`src/design/evlm_pkg.sv`:
```
package evlm_pkg;

	localparam int SAMPLE_W = 16;
	localparam int MAG_W    = 16;
	localparam int SQ_W     = 31;
	localparam int TIME_W   = 32;
	localparam int GATE_W   = 2;
	localparam int THR_W    = 16;
	localparam int THR_SQ_W = 32;
	localparam int TMO_W    = 16;
	localparam int LEVEL_W  = 7;
	localparam int LOUD_W   = 2;
	localparam int CFG_IDX_W = 2;

	// configuration register indexes
	localparam logic [CFG_IDX_W-1:0] REG_RMS_THRESHOLD   = 2'd0;
	localparam logic [CFG_IDX_W-1:0] REG_SILENCE_TIMEOUT = 2'd1;

	localparam logic [THR_W-1:0] RMS_THRESHOLD_RST   = 16'd200;
	localparam logic [TMO_W-1:0] SILENCE_TIMEOUT_RST = 16'd1500;

	// gate codes
	localparam logic [GATE_W-1:0] GATE_HOLD  = 2'd0;
	localparam logic [GATE_W-1:0] GATE_CLEAR = 2'd1;
	localparam logic [GATE_W-1:0] GATE_RUN   = 2'd2;

	// loudness classes
	localparam logic [LOUD_W-1:0] LOUD_SILENT = 2'd0;
	localparam logic [LOUD_W-1:0] LOUD_QUIET  = 2'd1;
	localparam logic [LOUD_W-1:0] LOUD_NORMAL = 2'd2;
	localparam logic [LOUD_W-1:0] LOUD_LOUD   = 2'd3;

	localparam logic [LEVEL_W-1:0] LEVEL_FULL  = 7'd100;
	localparam logic [LEVEL_W-1:0] BAND_QUIET  = 7'd10;
	localparam logic [LEVEL_W-1:0] BAND_NORMAL = 7'd30;
	localparam logic [LEVEL_W-1:0] BAND_LOUD   = 7'd60;
	// level divisor is 2^LEVEL_SHIFT - 1
	localparam int LEVEL_SHIFT = 15;
	localparam logic [15:0] LEVEL_DIV = 16'd32767;

	typedef struct packed {
		logic              last;
		logic [GATE_W-1:0] gate;
		logic [TIME_W-1:0] time_ms;
	} tag_t;

endpackage

```
`src/design/evlm_front.sv`:
```
module evlm_front (
	input  logic                           clk,
	input  logic                           arst_n,
	input  logic                           in_valid,
	output logic                           in_ready,
	input  logic signed [evlm_pkg::SAMPLE_W-1:0] sample,
	input  logic                           block_last,
	input  logic [evlm_pkg::TIME_W-1:0]    time_ms,
	input  logic [evlm_pkg::GATE_W-1:0]    gate,
	output logic                           sq_valid,
	input  logic                           sq_ready,
	output logic [evlm_pkg::SQ_W-1:0]      sq,
	output logic [evlm_pkg::MAG_W-1:0]     mag,
	output evlm_pkg::tag_t                 tag
);
	import evlm_pkg::*;

	logic                v_s1;
	logic [SAMPLE_W-1:0] sample_s1;
	tag_t                tag_s1;
	logic                v_s2;
	logic [SQ_W-1:0]     sq_s2;
	logic [MAG_W-1:0]    mag_s2;
	tag_t                tag_s2;
	logic                rdy_s1;
	logic                rdy_s2;
	logic [MAG_W-1:0]    mag_c;
	logic [2*MAG_W-1:0]  sq_full;

	assign rdy_s2   = !v_s2 || sq_ready;
	assign rdy_s1   = !v_s1 || rdy_s2;
	assign in_ready = rdy_s1;

	// magnitude of the most negative sample is 32768, still fits unsigned
	assign mag_c   = sample_s1[SAMPLE_W-1] ? MAG_W'(~sample_s1 + 1'b1) : MAG_W'(sample_s1);
	assign sq_full = mag_c * mag_c;

	always_ff @(posedge clk or negedge arst_n) begin
		if (!arst_n) begin
			v_s1 <= 1'b0;
			v_s2 <= 1'b0;
		end else begin
			if (rdy_s1) begin
				v_s1 <= in_valid;
			end
			if (rdy_s2) begin
				v_s2 <= v_s1;
			end
		end
	end

	always_ff @(posedge clk) begin
		if (in_valid && rdy_s1) begin
			sample_s1      <= sample;
			tag_s1.last    <= block_last;
			tag_s1.gate    <= gate;
			tag_s1.time_ms <= time_ms;
		end
		if (v_s1 && rdy_s2) begin
			sq_s2  <= sq_full[SQ_W-1:0];
			mag_s2 <= mag_c;
			tag_s2 <= tag_s1;
		end
	end

	assign sq_valid = v_s2;
	assign sq       = sq_s2;
	assign mag      = mag_s2;
	assign tag      = tag_s2;

endmodule

```
`src/design/evlm_accum.sv`:
```
module evlm_accum #(
	parameter int BLOCK_MAX = 256,
	parameter int ENERGY_W  = 31 + $clog2(BLOCK_MAX),
	parameter int CNT_W     = $clog2(BLOCK_MAX + 1)
) (
	input  logic                       clk,
	input  logic                       arst_n,
	input  logic                       sq_valid,
	output logic                       sq_ready,
	input  logic [evlm_pkg::SQ_W-1:0]  sq,
	input  logic [evlm_pkg::MAG_W-1:0] mag,
	input  evlm_pkg::tag_t             tag,
	output logic                       blk_valid,
	input  logic                       blk_ready,
	output logic [ENERGY_W-1:0]        blk_energy,
	output logic [evlm_pkg::MAG_W-1:0] blk_peak,
	output logic [CNT_W-1:0]           blk_count,
	output evlm_pkg::tag_t             blk_tag
);
	import evlm_pkg::*;

	logic [ENERGY_W-1:0] energy_q;
	logic [MAG_W-1:0]    peak_q;
	logic [CNT_W-1:0]    count_q;
	logic                v_s3;
	logic [ENERGY_W-1:0] energy_s3;
	logic [MAG_W-1:0]    peak_s3;
	logic [CNT_W-1:0]    count_s3;
	tag_t                tag_s3;
	logic                take;
	logic                counted;
	logic [ENERGY_W-1:0] energy_c;
	logic [MAG_W-1:0]    peak_c;
	logic [CNT_W-1:0]    count_c;

	// a block end needs room in the block register; other items always go in
	assign sq_ready = !tag.last || !v_s3 || blk_ready;
	assign take     = sq_valid && sq_ready;

	// drop samples past the block limit
	assign counted  = count_q < CNT_W'(BLOCK_MAX);
	assign energy_c = counted ? energy_q + ENERGY_W'(sq) : energy_q;
	assign peak_c   = (counted && (mag > peak_q)) ? mag : peak_q;
	assign count_c  = counted ? count_q + 1'b1 : count_q;

	always_ff @(posedge clk or negedge arst_n) begin
		if (!arst_n) begin
			energy_q <= '0;
			peak_q   <= '0;
			count_q  <= '0;
			v_s3     <= 1'b0;
		end else begin
			if (take) begin
				if (tag.last) begin
					energy_q <= '0;
					peak_q   <= '0;
					count_q  <= '0;
				end else begin
					energy_q <= energy_c;
					peak_q   <= peak_c;
					count_q  <= count_c;
				end
			end
			if (!v_s3 || blk_ready) begin
				v_s3 <= take && tag.last;
			end
		end
	end

	always_ff @(posedge clk) begin
		if (take && tag.last) begin
			energy_s3 <= energy_c;
			peak_s3   <= peak_c;
			count_s3  <= count_c;
			tag_s3    <= tag;
		end
	end

	assign blk_valid  = v_s3;
	assign blk_energy = energy_s3;
	assign blk_peak   = peak_s3;
	assign blk_count  = count_s3;
	assign blk_tag    = tag_s3;

`ifndef SYNTHESIS
	a_count_bound: assert property (@(posedge clk) disable iff (!arst_n)
		count_q <= CNT_W'(BLOCK_MAX))
		else $error("sample count ran past the block limit");
`endif

endmodule

```
`src/design/evlm_decide.sv`:
```
module evlm_decide #(
	parameter int BLOCK_MAX = 256,
	parameter int ENERGY_W  = 31 + $clog2(BLOCK_MAX),
	parameter int CNT_W     = $clog2(BLOCK_MAX + 1)
) (
	input  logic                           clk,
	input  logic                           arst_n,
	input  logic                           cfg_valid,
	output logic                           cfg_ready,
	input  logic [evlm_pkg::CFG_IDX_W-1:0] cfg_index,
	input  logic [evlm_pkg::THR_W-1:0]     cfg_data,
	input  logic                           blk_valid,
	output logic                           blk_ready,
	input  logic [ENERGY_W-1:0]            blk_energy,
	input  logic [evlm_pkg::MAG_W-1:0]     blk_peak,
	input  logic [CNT_W-1:0]               blk_count,
	input  evlm_pkg::tag_t                 blk_tag,
	output logic                           out_valid,
	input  logic                           out_ready,
	output logic [evlm_pkg::MAG_W-1:0]     peak_magnitude,
	output logic [evlm_pkg::LEVEL_W-1:0]   level,
	output logic [evlm_pkg::LOUD_W-1:0]    loudness,
	output logic                           speaking,
	output logic                           stop_request
);
	import evlm_pkg::*;

	localparam int PROD_W = THR_SQ_W + CNT_W;
	localparam int LVX_W  = MAG_W + LEVEL_W;
	localparam int Q_W    = LVX_W - LEVEL_SHIFT;

	logic [THR_SQ_W-1:0] thr_sq_q;
	logic [TMO_W-1:0]    timeout_q;
	logic                speaking_q;
	logic                timing_q;
	logic [TIME_W-1:0]   start_q;

	logic                v_s4;
	logic [PROD_W-1:0]   prod_s4;
	logic [ENERGY_W-1:0] energy_s4;
	logic [MAG_W-1:0]    peak_s4;
	logic [LEVEL_W-1:0]  level_s4;
	logic [LOUD_W-1:0]   loud_s4;
	tag_t                tag_s4;

	logic                out_valid_q;
	logic [MAG_W-1:0]    peak_q;
	logic [LEVEL_W-1:0]  level_q;
	logic [LOUD_W-1:0]   loud_q;
	logic                speak_out_q;
	logic                stop_q;

	logic                rdy_out;
	logic                rdy_s4;
	logic [2*THR_W-1:0]  thr_sq_c;
	logic [LVX_W-1:0]    lvx;
	logic [Q_W-1:0]      q0;
	logic [15:0]         rem;
	logic [Q_W-1:0]      quo;
	logic [LEVEL_W-1:0]  level_c;
	logic [LOUD_W-1:0]   loud_c;
	logic                speech;
	logic [TIME_W-1:0]   elapsed;
	logic                speak_n;
	logic                timing_n;
	logic [TIME_W-1:0]   start_n;
	logic                stop_n;

	assign cfg_ready = 1'b1;
	assign thr_sq_c  = cfg_data * cfg_data;

	assign rdy_out   = !out_valid_q || out_ready;
	assign rdy_s4    = !v_s4 || rdy_out;
	assign blk_ready = rdy_s4;

	// floor(peak*100/32767): divide by 2^15, then one correction step
	assign lvx  = LVX_W'(blk_peak) * LVX_W'(LEVEL_FULL);
	assign q0   = lvx[LVX_W-1:LEVEL_SHIFT];
	assign rem  = 16'(lvx[LEVEL_SHIFT-1:0]) + 16'(q0);
	assign quo  = (rem >= LEVEL_DIV) ? q0 + 1'b1 : q0;
	assign level_c = (quo > Q_W'(LEVEL_FULL)) ? LEVEL_FULL : quo[LEVEL_W-1:0];

	always_comb begin
		loud_c = LOUD_SILENT;
		if (level_c > BAND_QUIET) begin
			loud_c = LOUD_QUIET;
		end
		if (level_c > BAND_NORMAL) begin
			loud_c = LOUD_NORMAL;
		end
		if (level_c > BAND_LOUD) begin
			loud_c = LOUD_LOUD;
		end
	end

	// rms >= threshold  <=>  sum of squares >= threshold^2 * count
	assign speech  = PROD_W'(energy_s4) >= prod_s4;
	assign elapsed = tag_s4.time_ms - start_q;

	always_comb begin
		speak_n  = speaking_q;
		timing_n = timing_q;
		start_n  = start_q;
		stop_n   = 1'b0;
		case (tag_s4.gate)
			GATE_CLEAR: begin
				speak_n  = 1'b0;
				timing_n = 1'b0;
				start_n  = '0;
			end
			GATE_RUN: begin
				if (speech) begin
					speak_n  = 1'b1;
					timing_n = 1'b0;
					start_n  = '0;
				end else if (speaking_q) begin
					if (!timing_q) begin
						// first silent block only starts the timer
						timing_n = 1'b1;
						start_n  = tag_s4.time_ms;
					end else if (elapsed >= TIME_W'(timeout_q)) begin
						stop_n   = 1'b1;
						speak_n  = 1'b0;
						timing_n = 1'b0;
						start_n  = '0;
					end
				end
			end
			default: begin
				// hold, and the unused code acts as hold
				speak_n  = speaking_q;
			end
		endcase
	end

	always_ff @(posedge clk or negedge arst_n) begin
		if (!arst_n) begin
			thr_sq_q    <= THR_SQ_W'(RMS_THRESHOLD_RST * RMS_THRESHOLD_RST);
			timeout_q   <= SILENCE_TIMEOUT_RST;
			speaking_q  <= 1'b0;
			timing_q    <= 1'b0;
			start_q     <= '0;
			v_s4        <= 1'b0;
			out_valid_q <= 1'b0;
		end else begin
			if (cfg_valid) begin
				case (cfg_index)
					REG_RMS_THRESHOLD:   thr_sq_q  <= thr_sq_c;
					REG_SILENCE_TIMEOUT: timeout_q <= cfg_data;
					default: ;
				endcase
			end
			if (rdy_s4) begin
				v_s4 <= blk_valid;
			end
			if (rdy_out) begin
				out_valid_q <= v_s4;
			end
			if (v_s4 && rdy_out) begin
				speaking_q <= speak_n;
				timing_q   <= timing_n;
				start_q    <= start_n;
			end
		end
	end

	always_ff @(posedge clk) begin
		if (blk_valid && rdy_s4) begin
			prod_s4   <= PROD_W'(thr_sq_q) * PROD_W'(blk_count);
			energy_s4 <= blk_energy;
			peak_s4   <= blk_peak;
			level_s4  <= level_c;
			loud_s4   <= loud_c;
			tag_s4    <= blk_tag;
		end
		if (v_s4 && rdy_out) begin
			peak_q      <= peak_s4;
			level_q     <= level_s4;
			loud_q      <= loud_s4;
			speak_out_q <= speak_n;
			stop_q      <= stop_n;
		end
	end

	assign out_valid      = out_valid_q;
	assign peak_magnitude = peak_q;
	assign level          = level_q;
	assign loudness       = loud_q;
	assign speaking       = speak_out_q;
	assign stop_request   = stop_q;

`ifndef SYNTHESIS
	a_timing_needs_speech: assert property (@(posedge clk) disable iff (!arst_n)
		timing_q |-> speaking_q)
		else $error("silence timer running without speech");
	a_stop_clears: assert property (@(posedge clk) disable iff (!arst_n)
		(out_valid_q && stop_q) |-> (!speak_out_q && !speaking_q && !timing_q))
		else $error("stop request left VAD state set");
	a_level_range: assert property (@(posedge clk) disable iff (!arst_n)
		out_valid_q |-> (level_q <= LEVEL_FULL))
		else $error("level above full scale");
`endif

endmodule

```
`src/design/energy_vad_level_meter_core.sv`:
```
// A block-end result passes the s1, s2, s3, s4 and output registers before out_valid.
// Throughput: one item per cycle; the square, accumulate, threshold-product and VAD
// stages are each one register apart, and a waiting result does not stop intake
// until every stage ahead of it is full.
// Reset: arst_n clears all accumulators, VAD state and valid flags and loads the
// register defaults (threshold 200, timeout 1500 ms); no clearing pass is needed.
module energy_vad_level_meter_core #(
	parameter int BLOCK_MAX = 256
) (
	input  logic                             clk,
	input  logic                             arst_n,
	input  logic                             cfg_valid,
	output logic                             cfg_ready,
	input  logic [evlm_pkg::CFG_IDX_W-1:0]   cfg_index,
	input  logic [evlm_pkg::THR_W-1:0]       cfg_data,
	input  logic                             in_valid,
	output logic                             in_ready,
	input  logic signed [evlm_pkg::SAMPLE_W-1:0] sample,
	input  logic                             block_last,
	input  logic [evlm_pkg::TIME_W-1:0]      time_ms,
	input  logic [evlm_pkg::GATE_W-1:0]      gate,
	output logic                             out_valid,
	input  logic                             out_ready,
	output logic [evlm_pkg::MAG_W-1:0]       peak_magnitude,
	output logic [evlm_pkg::LEVEL_W-1:0]     level,
	output logic [evlm_pkg::LOUD_W-1:0]      loudness,
	output logic                             speaking,
	output logic                             stop_request
);
	import evlm_pkg::*;

	localparam int ENERGY_W = 31 + $clog2(BLOCK_MAX);
	localparam int CNT_W    = $clog2(BLOCK_MAX + 1);

	logic                sq_valid;
	logic                sq_ready;
	logic [SQ_W-1:0]     sq;
	logic [MAG_W-1:0]    mag;
	tag_t                sq_tag;
	logic                blk_valid;
	logic                blk_ready;
	logic [ENERGY_W-1:0] blk_energy;
	logic [MAG_W-1:0]    blk_peak;
	logic [CNT_W-1:0]    blk_count;
	tag_t                blk_tag;

	evlm_front u_front (
		.clk        (clk),
		.arst_n     (arst_n),
		.in_valid   (in_valid),
		.in_ready   (in_ready),
		.sample     (sample),
		.block_last (block_last),
		.time_ms    (time_ms),
		.gate       (gate),
		.sq_valid   (sq_valid),
		.sq_ready   (sq_ready),
		.sq         (sq),
		.mag        (mag),
		.tag        (sq_tag)
	);

	evlm_accum #(
		.BLOCK_MAX (BLOCK_MAX),
		.ENERGY_W  (ENERGY_W),
		.CNT_W     (CNT_W)
	) u_accum (
		.clk        (clk),
		.arst_n     (arst_n),
		.sq_valid   (sq_valid),
		.sq_ready   (sq_ready),
		.sq         (sq),
		.mag        (mag),
		.tag        (sq_tag),
		.blk_valid  (blk_valid),
		.blk_ready  (blk_ready),
		.blk_energy (blk_energy),
		.blk_peak   (blk_peak),
		.blk_count  (blk_count),
		.blk_tag    (blk_tag)
	);

	evlm_decide #(
		.BLOCK_MAX (BLOCK_MAX),
		.ENERGY_W  (ENERGY_W),
		.CNT_W     (CNT_W)
	) u_decide (
		.clk            (clk),
		.arst_n         (arst_n),
		.cfg_valid      (cfg_valid),
		.cfg_ready      (cfg_ready),
		.cfg_index      (cfg_index),
		.cfg_data       (cfg_data),
		.blk_valid      (blk_valid),
		.blk_ready      (blk_ready),
		.blk_energy     (blk_energy),
		.blk_peak       (blk_peak),
		.blk_count      (blk_count),
		.blk_tag        (blk_tag),
		.out_valid      (out_valid),
		.out_ready      (out_ready),
		.peak_magnitude (peak_magnitude),
		.level          (level),
		.loudness       (loudness),
		.speaking       (speaking),
		.stop_request   (stop_request)
	);

endmodule

```
`config.mk`:
```
export PLATFORM = sky130hd
export DESIGN_NAME = energy_vad_level_meter_core
export DESIGN_NICKNAME = d
export VERILOG_FILES = /design/src/design/evlm_pkg.sv /design/src/design/evlm_front.sv /design/src/design/evlm_accum.sv /design/src/design/evlm_decide.sv /design/src/design/energy_vad_level_meter_core.sv
export SDC_FILE = /design/constraint.sdc
export NUM_CORES = 2
export LEC_CHECK = 0
export BUFFER_PORTS_ARGS = -buffer_cell sky130_fd_sc_hd__buf_2
export CAP_MARGIN = 20
export CORE_MARGIN = 2
export CORE_UTILIZATION = 30
export CTS_CLUSTER_SIZE = 24
export DETAILED_ROUTE_END_ITERATION = 7
export PLACE_DENSITY = 0.57
export SYNTH_ARGS = -nofsm -noshare
export SYNTH_HDL_FRONTEND = slang
export SYNTH_SLANG_ARGS = --single-unit
```
`constraint.sdc`:
```
create_clock -name clk -period 8.3 [get_ports clk]
set_clock_uncertainty 0.05 [all_clocks]
set_input_delay 2.49 -clock clk [delete_from_list [all_inputs] [get_ports clk]]
set_output_delay 2.49 -clock clk [all_outputs]
set_load 0.005 [all_outputs]
```
# After elaboration in Yosys (flattened, before gate mapping)
# Cells that the tools add are included.
# word_totals
register_bits,548
latchBits,0
ramBits,0
mem_bits_ro,0
in_bits,74
out_inout_bits,30
word_cells,121
mem_count,0
# classes
n_addsub,6
multipliers,4
n_div,0
n_lt_le_gt_ge,9
n_eq_ne,5
shifts,0
mux,25
bitwise,4
reduce_logical,28
# ops
op,count
32-bit 2-to-1 mux,4
39-bit 2-to-1 mux,2
32-bit case mux with 2 select lines,1
16-bit 2-to-1 mux,3
39-bit by 41-bit greater-or-equal comparator with 1-bit output,1
32-bit by 9-bit multiplier with 41-bit output,1
39-bit by 31-bit adder with 39-bit output,1
32-bit by 16-bit greater-or-equal comparator with 1-bit output,1
16-bit by 16-bit multiplier with 32-bit output,1
32-bit subtractor,1
16-bit by 16-bit multiplier with 31-bit output,1
16-bit by 5-bit multiplier with 21-bit output (second input constant),1
9-bit 2-to-1 mux,2
15-bit by 8-bit adder with 16-bit output,1
16-bit by 1-bit adder with 16-bit output (second input constant),1
16-bit by 15-bit greater-or-equal comparator with 1-bit output (second input constant),1
16-bit > comparator,1
16-bit inverter,1
9-bit by 1-bit adder with 9-bit output (second input constant),1
9-bit less-than comparator (second input constant),1
1-bit 2-to-1 mux,9
8-bit by 1-bit adder with 8-bit output (second input constant),1
8-bit by 7-bit > comparator with 1-bit output (second input constant),1
8-bit 2-to-1 mux,1
other kinds (20),42

# Longest topological paths before layout
# logic_depth
word_depth,9
mapped_depth,33
depth_no_buf,32

# Hierarchy
# A second synthesis with hierarchy kept.
# hier_totals
hier_cells,4790
area_unflattened_um2,49439.9
# by_module_without_submodules
mod,instances,cells_per_inst,area_each_um2,seq_area_each_um2
evlm_decide,1,2977,29389.4,7076.8
evlm_front,1,1016,11512.3,3983.8
evlm_accum,1,797,8538.2,4599.4

# Worst setup path before layout
# No wires, ideal clock.
# synth_timing
path_kind,in2reg
start,input cfg_data[1] (netlist name)
end,register u_decide.thr_sq_q[31]
setup_ns,0.136
arrival_ns,8.680
required_time_ns,8.114
setup_slack_ns,-0.565
cell_stages,27
path_buffers,2
path_cell_list,clkbuf_1 clkbuf_1 and2_1 fa_1 inv_1 fa_1 inv_1 fa_1 inv_1 fa_1 inv_1 fa_1 inv_1 fa_1 inv_1 ha_1 a21o_1 o41ai_1 a21oi_1 a21oi_1 o21ai_0 a311oi_1 nor3_1 a2111o_1 a21oi_1 xnor2_1 o21ai_0
# synth_via
elab_chain_len,1
# synth_rtl
item,line,rtl
start: declaration,energy_vad_level_meter_core.sv:15,"input logic [evlm_pkg::THR_W-1:0] cfg_data,"
16-bit by 16-bit multiplier with 32-bit output,evlm_decide.sv:70,assign thr_sq_c = cfg_data * cfg_data;
end signal: assignment,evlm_decide.sv:138,thr_sq_q <= THR_SQ_W'(RMS_THRESHOLD_RST * RMS_THRESHOLD_RST);
end signal: assignment,evlm_decide.sv:148,REG_RMS_THRESHOLD: thr_sq_q <= thr_sq_c;
end: declaration,evlm_decide.sv:32,logic [THR_SQ_W-1:0] thr_sq_q;
# No other way between the ends.
# A chain may end at the register's enable or synchronous reset.

# Worst setup path in the final report
# layout_timing
start,register u_front.sample_s1[2]
end,"register u_front.sq_s2[27], in the netlist u_front.sq[27] (data pin)"
# layout_via
elab_chain_len,4
# layout_rtl
item,line,rtl
start: declaration,evlm_front.sv:19,logic [SAMPLE_W-1:0] sample_s1;
start signal: assignment,evlm_front.sv:54,sample_s1 <= sample;
16-bit inverter,evlm_front.sv:35,assign mag_c = sample_s1[SAMPLE_W-1] ? MAG_W'(~sample_s1 + 1'b1) : MAG_W'(sample_s1);
16-bit by 1-bit adder with 16-bit output,evlm_front.sv:35,
16-bit 2-to-1 mux,evlm_front.sv:35,
named net u_front.mag_c[13],evlm_front.sv:27,logic [MAG_W-1:0] mag_c;
16-bit by 16-bit multiplier with 31-bit output,evlm_front.sv:36,assign sq_full = mag_c * mag_c;
named net u_front.sq_full[27],evlm_front.sv:28,logic [2*MAG_W-1:0] sq_full;
end signal: assignment,evlm_front.sv:60,sq_s2 <= sq_full[SQ_W-1:0];
end: declaration,evlm_front.sv:22,logic [SQ_W-1:0] sq_s2;
# The timed path passes the listed nets, and every way through them passes these cells.

==> metrics.csv <==
metric,value,unit
Seq cells post-synth,545,
fin crit period,7.98,ns
HPWL after DPL,86.2,mm
die area,0.166,mm^2
Routed Wire Length,111,mm
CTS Sinks,545,
Placement Cell Area,0.0527,mm^2
Final Max Tran Viols,0,
first drt pass iteration count,5,
Synthesis Warnings,0,
gr usage total,0.135,
max incr delay on CP,0.57,ns
# H-tree levels,3,
global-route wire length before repair,184,mm
routability congestion estimate from global placement,0.883,
CTS hold repair buffers,0,
Core Rows,148,
IO Pins,104,
vias,33039,
clk buf depth,3,
GRT Max-Usage Layer,met2,
fin area,0.0552,mm^2
Initial DRC Count,1741,
synth cell count leaders,"inv_1, fa_1, nand2_1",
cell taking the most area after synthesis,edfxtp_1,
fin crit share,0.961,
Crit Path Class,reg2reg,
Clock transition at path regs,0.06,ns
GR met3 Demand/Resource,0.0197,
Peak Freq,125,MHz
die width,408,um
share of cells above drive strength 1,0.105,
"top cells by area, synth","edfxtp_1, fa_1, ha_1",
Worst-Margin Slew,0.934,ns
Async SR Flop Fraction,0.275,
Post-DRT Antenna Nets,0,
area delta synth->final,12.9,%
top cell type's share of synthesized area,0.243,
Util after Layout,0.340,
CP arrival,8.30,ns
Worst path slowest cell,or4_4,
Netlist Area Pre-Place,0.0489,mm^2
CTS tree,yes,
Via density,4.66,
CP startpoint kind,flip-flop,
vias in the first global route,34796,
most frequent cell after synthesis,inv_1,
initial core utilization,0.301,
CP required,8.62,ns
"Max FO, Critical Path",5,
Final Hold Vio Count,0,
met1 GRT Util,0.175,
grt ovf,0,
Die Y,408,um
largest net degree at the start of global routing,68,
number of buffers created by CTS,66,
HP Class,reg2reg,
Residual DRC,0,
register area share after synthesis,0.320,
Root Buffer,clkbuf_16,
MaxCap Viol Count,0,
Core ar.,0.162,mm^2
Final setup viols,0,
final net count,5936,
most frequent CP cell,fa_1,
syn avg cell area,10.5,um^2
"Clk Latency, worst-skew pair",0.66,ns
port bufs,102,
met2 Usage GRT,0.236,
nature of the critical path endpoint,flip-flop,
Relative slew margins,0.377,
"EDFF count, synth",395,
WL per Instance,15.6,um
commonest register cell after synthesis,edfxtp_1,
Mapped Cells,4672,
initial antenna violation count,4,
status,completed,
synth unique cells,103,
==> routing by layer <==
layer | up-vias | part of all wire
met3 | 149 | 0.036
met1 | 16560 | 0.44
met5 | - | 0.00031
met4 | 4 | 0.022
met2 | 513 | 0.50
li1 | 15813 | -
==> worst paths after layout <==
| path | to | depth (start not counted) | start | slack (ns) |
|---|---|---|---|---|
| worst min-delay path | u_decide.peak_magnitude[6] | 0 | u_decide.peak_s4[6] | 0.35 |
| worst max-delay path | u_front.sq[27] | 29 | u_front.sample_s1[2] | 0.32 |
| worst min register to register | u_decide.peak_magnitude[6] | 0 | u_decide.peak_s4[6] | 0.35 |
| max in group asynchronous | u_accum.count_q[8] | 2 | arst_n | 5.23 |
| worst max register to register | u_front.sq[27] | 29 | u_front.sample_s1[2] | 0.32 |
| min in group asynchronous | u_decide.timeout_q[9] | 1 | arst_n | 1.63 |
==> critical path, delay by kind of cell, from the launching register on <==
kind | cells | cell delay, ns
adder cells (fa/ha/maj) | 7 | 3.24
flip-flops | 1 | 0.39
AND/OR/NAND/NOR | 9 | 2.12
XOR/XNOR | 1 | 0.13
buffers and inverters | 6 | 0.56
AO/OA/AOI/OAI | 6 | 1.21
==> cell families after synthesis <==
| family | share of synthesized area |
|---|---|
| compound gates | 0.106 |
| xor+xnor | 0.0340 |
| fa+ha+maj | 0.340 |
| buf+inv | 0.0740 |
| flops | 0.320 |
| mux | 0.00645 |
| other cells | 0.000154 |
| simple gates | 0.119 |
==> metrics by stage <==
step / cells / hold slack [ns] / setup TNS (ns) / worst slack [ns]
global route: 7092 / 0.352 / -0.128 / -0.0542
global placement: 6959 / 0.351 / -0.964 / -0.370
detailed placement: 6959 / 0.355 / -0.904 / -0.301
CTS: 7081 / 0.356 / 0 / 0.00459
finish: 7095 / 0.352 / 0 / 0.322
floorplan: 4686 / 0.350 / 0 / 0.0122
==> what timing repair did <==
action	CTS	global route
pin swaps	0	13
endpoints found under the setup margin	3	12
setup buffers	0	6
resized for setup	2	26
hold endpoints to repair	0	0
==> area by class of cell <==
type | instances | area (um^2)
Clock inverter | 35 | 409
Clock buffer | 87 | 1830
Tap cell | 2175 | 2720
Antenna cell | 5 | 12.5
Timing Repair Buffer | 261 | 1750
Sequential cell | 545 | 15600
Inverter | 792 | 2980
Multi-Input combinational cell | 3195 | 29900
Fill cell | 16372 | 107000
==> layout by cell type (no fill, tap or decap), types with 20 or more instances in the layout <==
cell,synthesis,final
dfrtp_1,138,137
nor2_1,205,202
buf_4,2,156
nand4_1,33,33
o31ai_1,26,24
o21a_1,39,39
a22o_1,35,35
clkbuf_16,0,68
nand2b_1,47,47
a21oi_1,140,136
inv_1,780,778
mux2_2,20,20
a211oi_1,29,28
buf_2,1,101
a31oi_1,24,21
o21ai_0,183,178
xnor2_1,127,127
ha_1,455,451
fa_1,546,546
nand2_1,504,501
edfxtp_1,395,395
nor3_1,42,41
and2_1,208,203
xor2_1,60,59
nor2b_1,28,28
nand3_1,39,39
o31ai_2,26,27
a21o_1,102,102
==> flip-flops by register name (all words and copies together) (netlist names), 29 cells and up <==
signal	count
u_accum.blk_energy	39
u_accum.blk_tag	34
u_accum.energy_q	39
u_decide.energy_s4	39
u_decide.prod_s4	41
u_decide.start_q	32
u_decide.tag_s4	34
u_decide.thr_sq_q	31
u_front.sq	29
u_front.tag	35
u_front.tag_s1	35
Power is not shown: default switching activity piles up to over one toggle a cycle in this logic, so the estimate is an artifact.
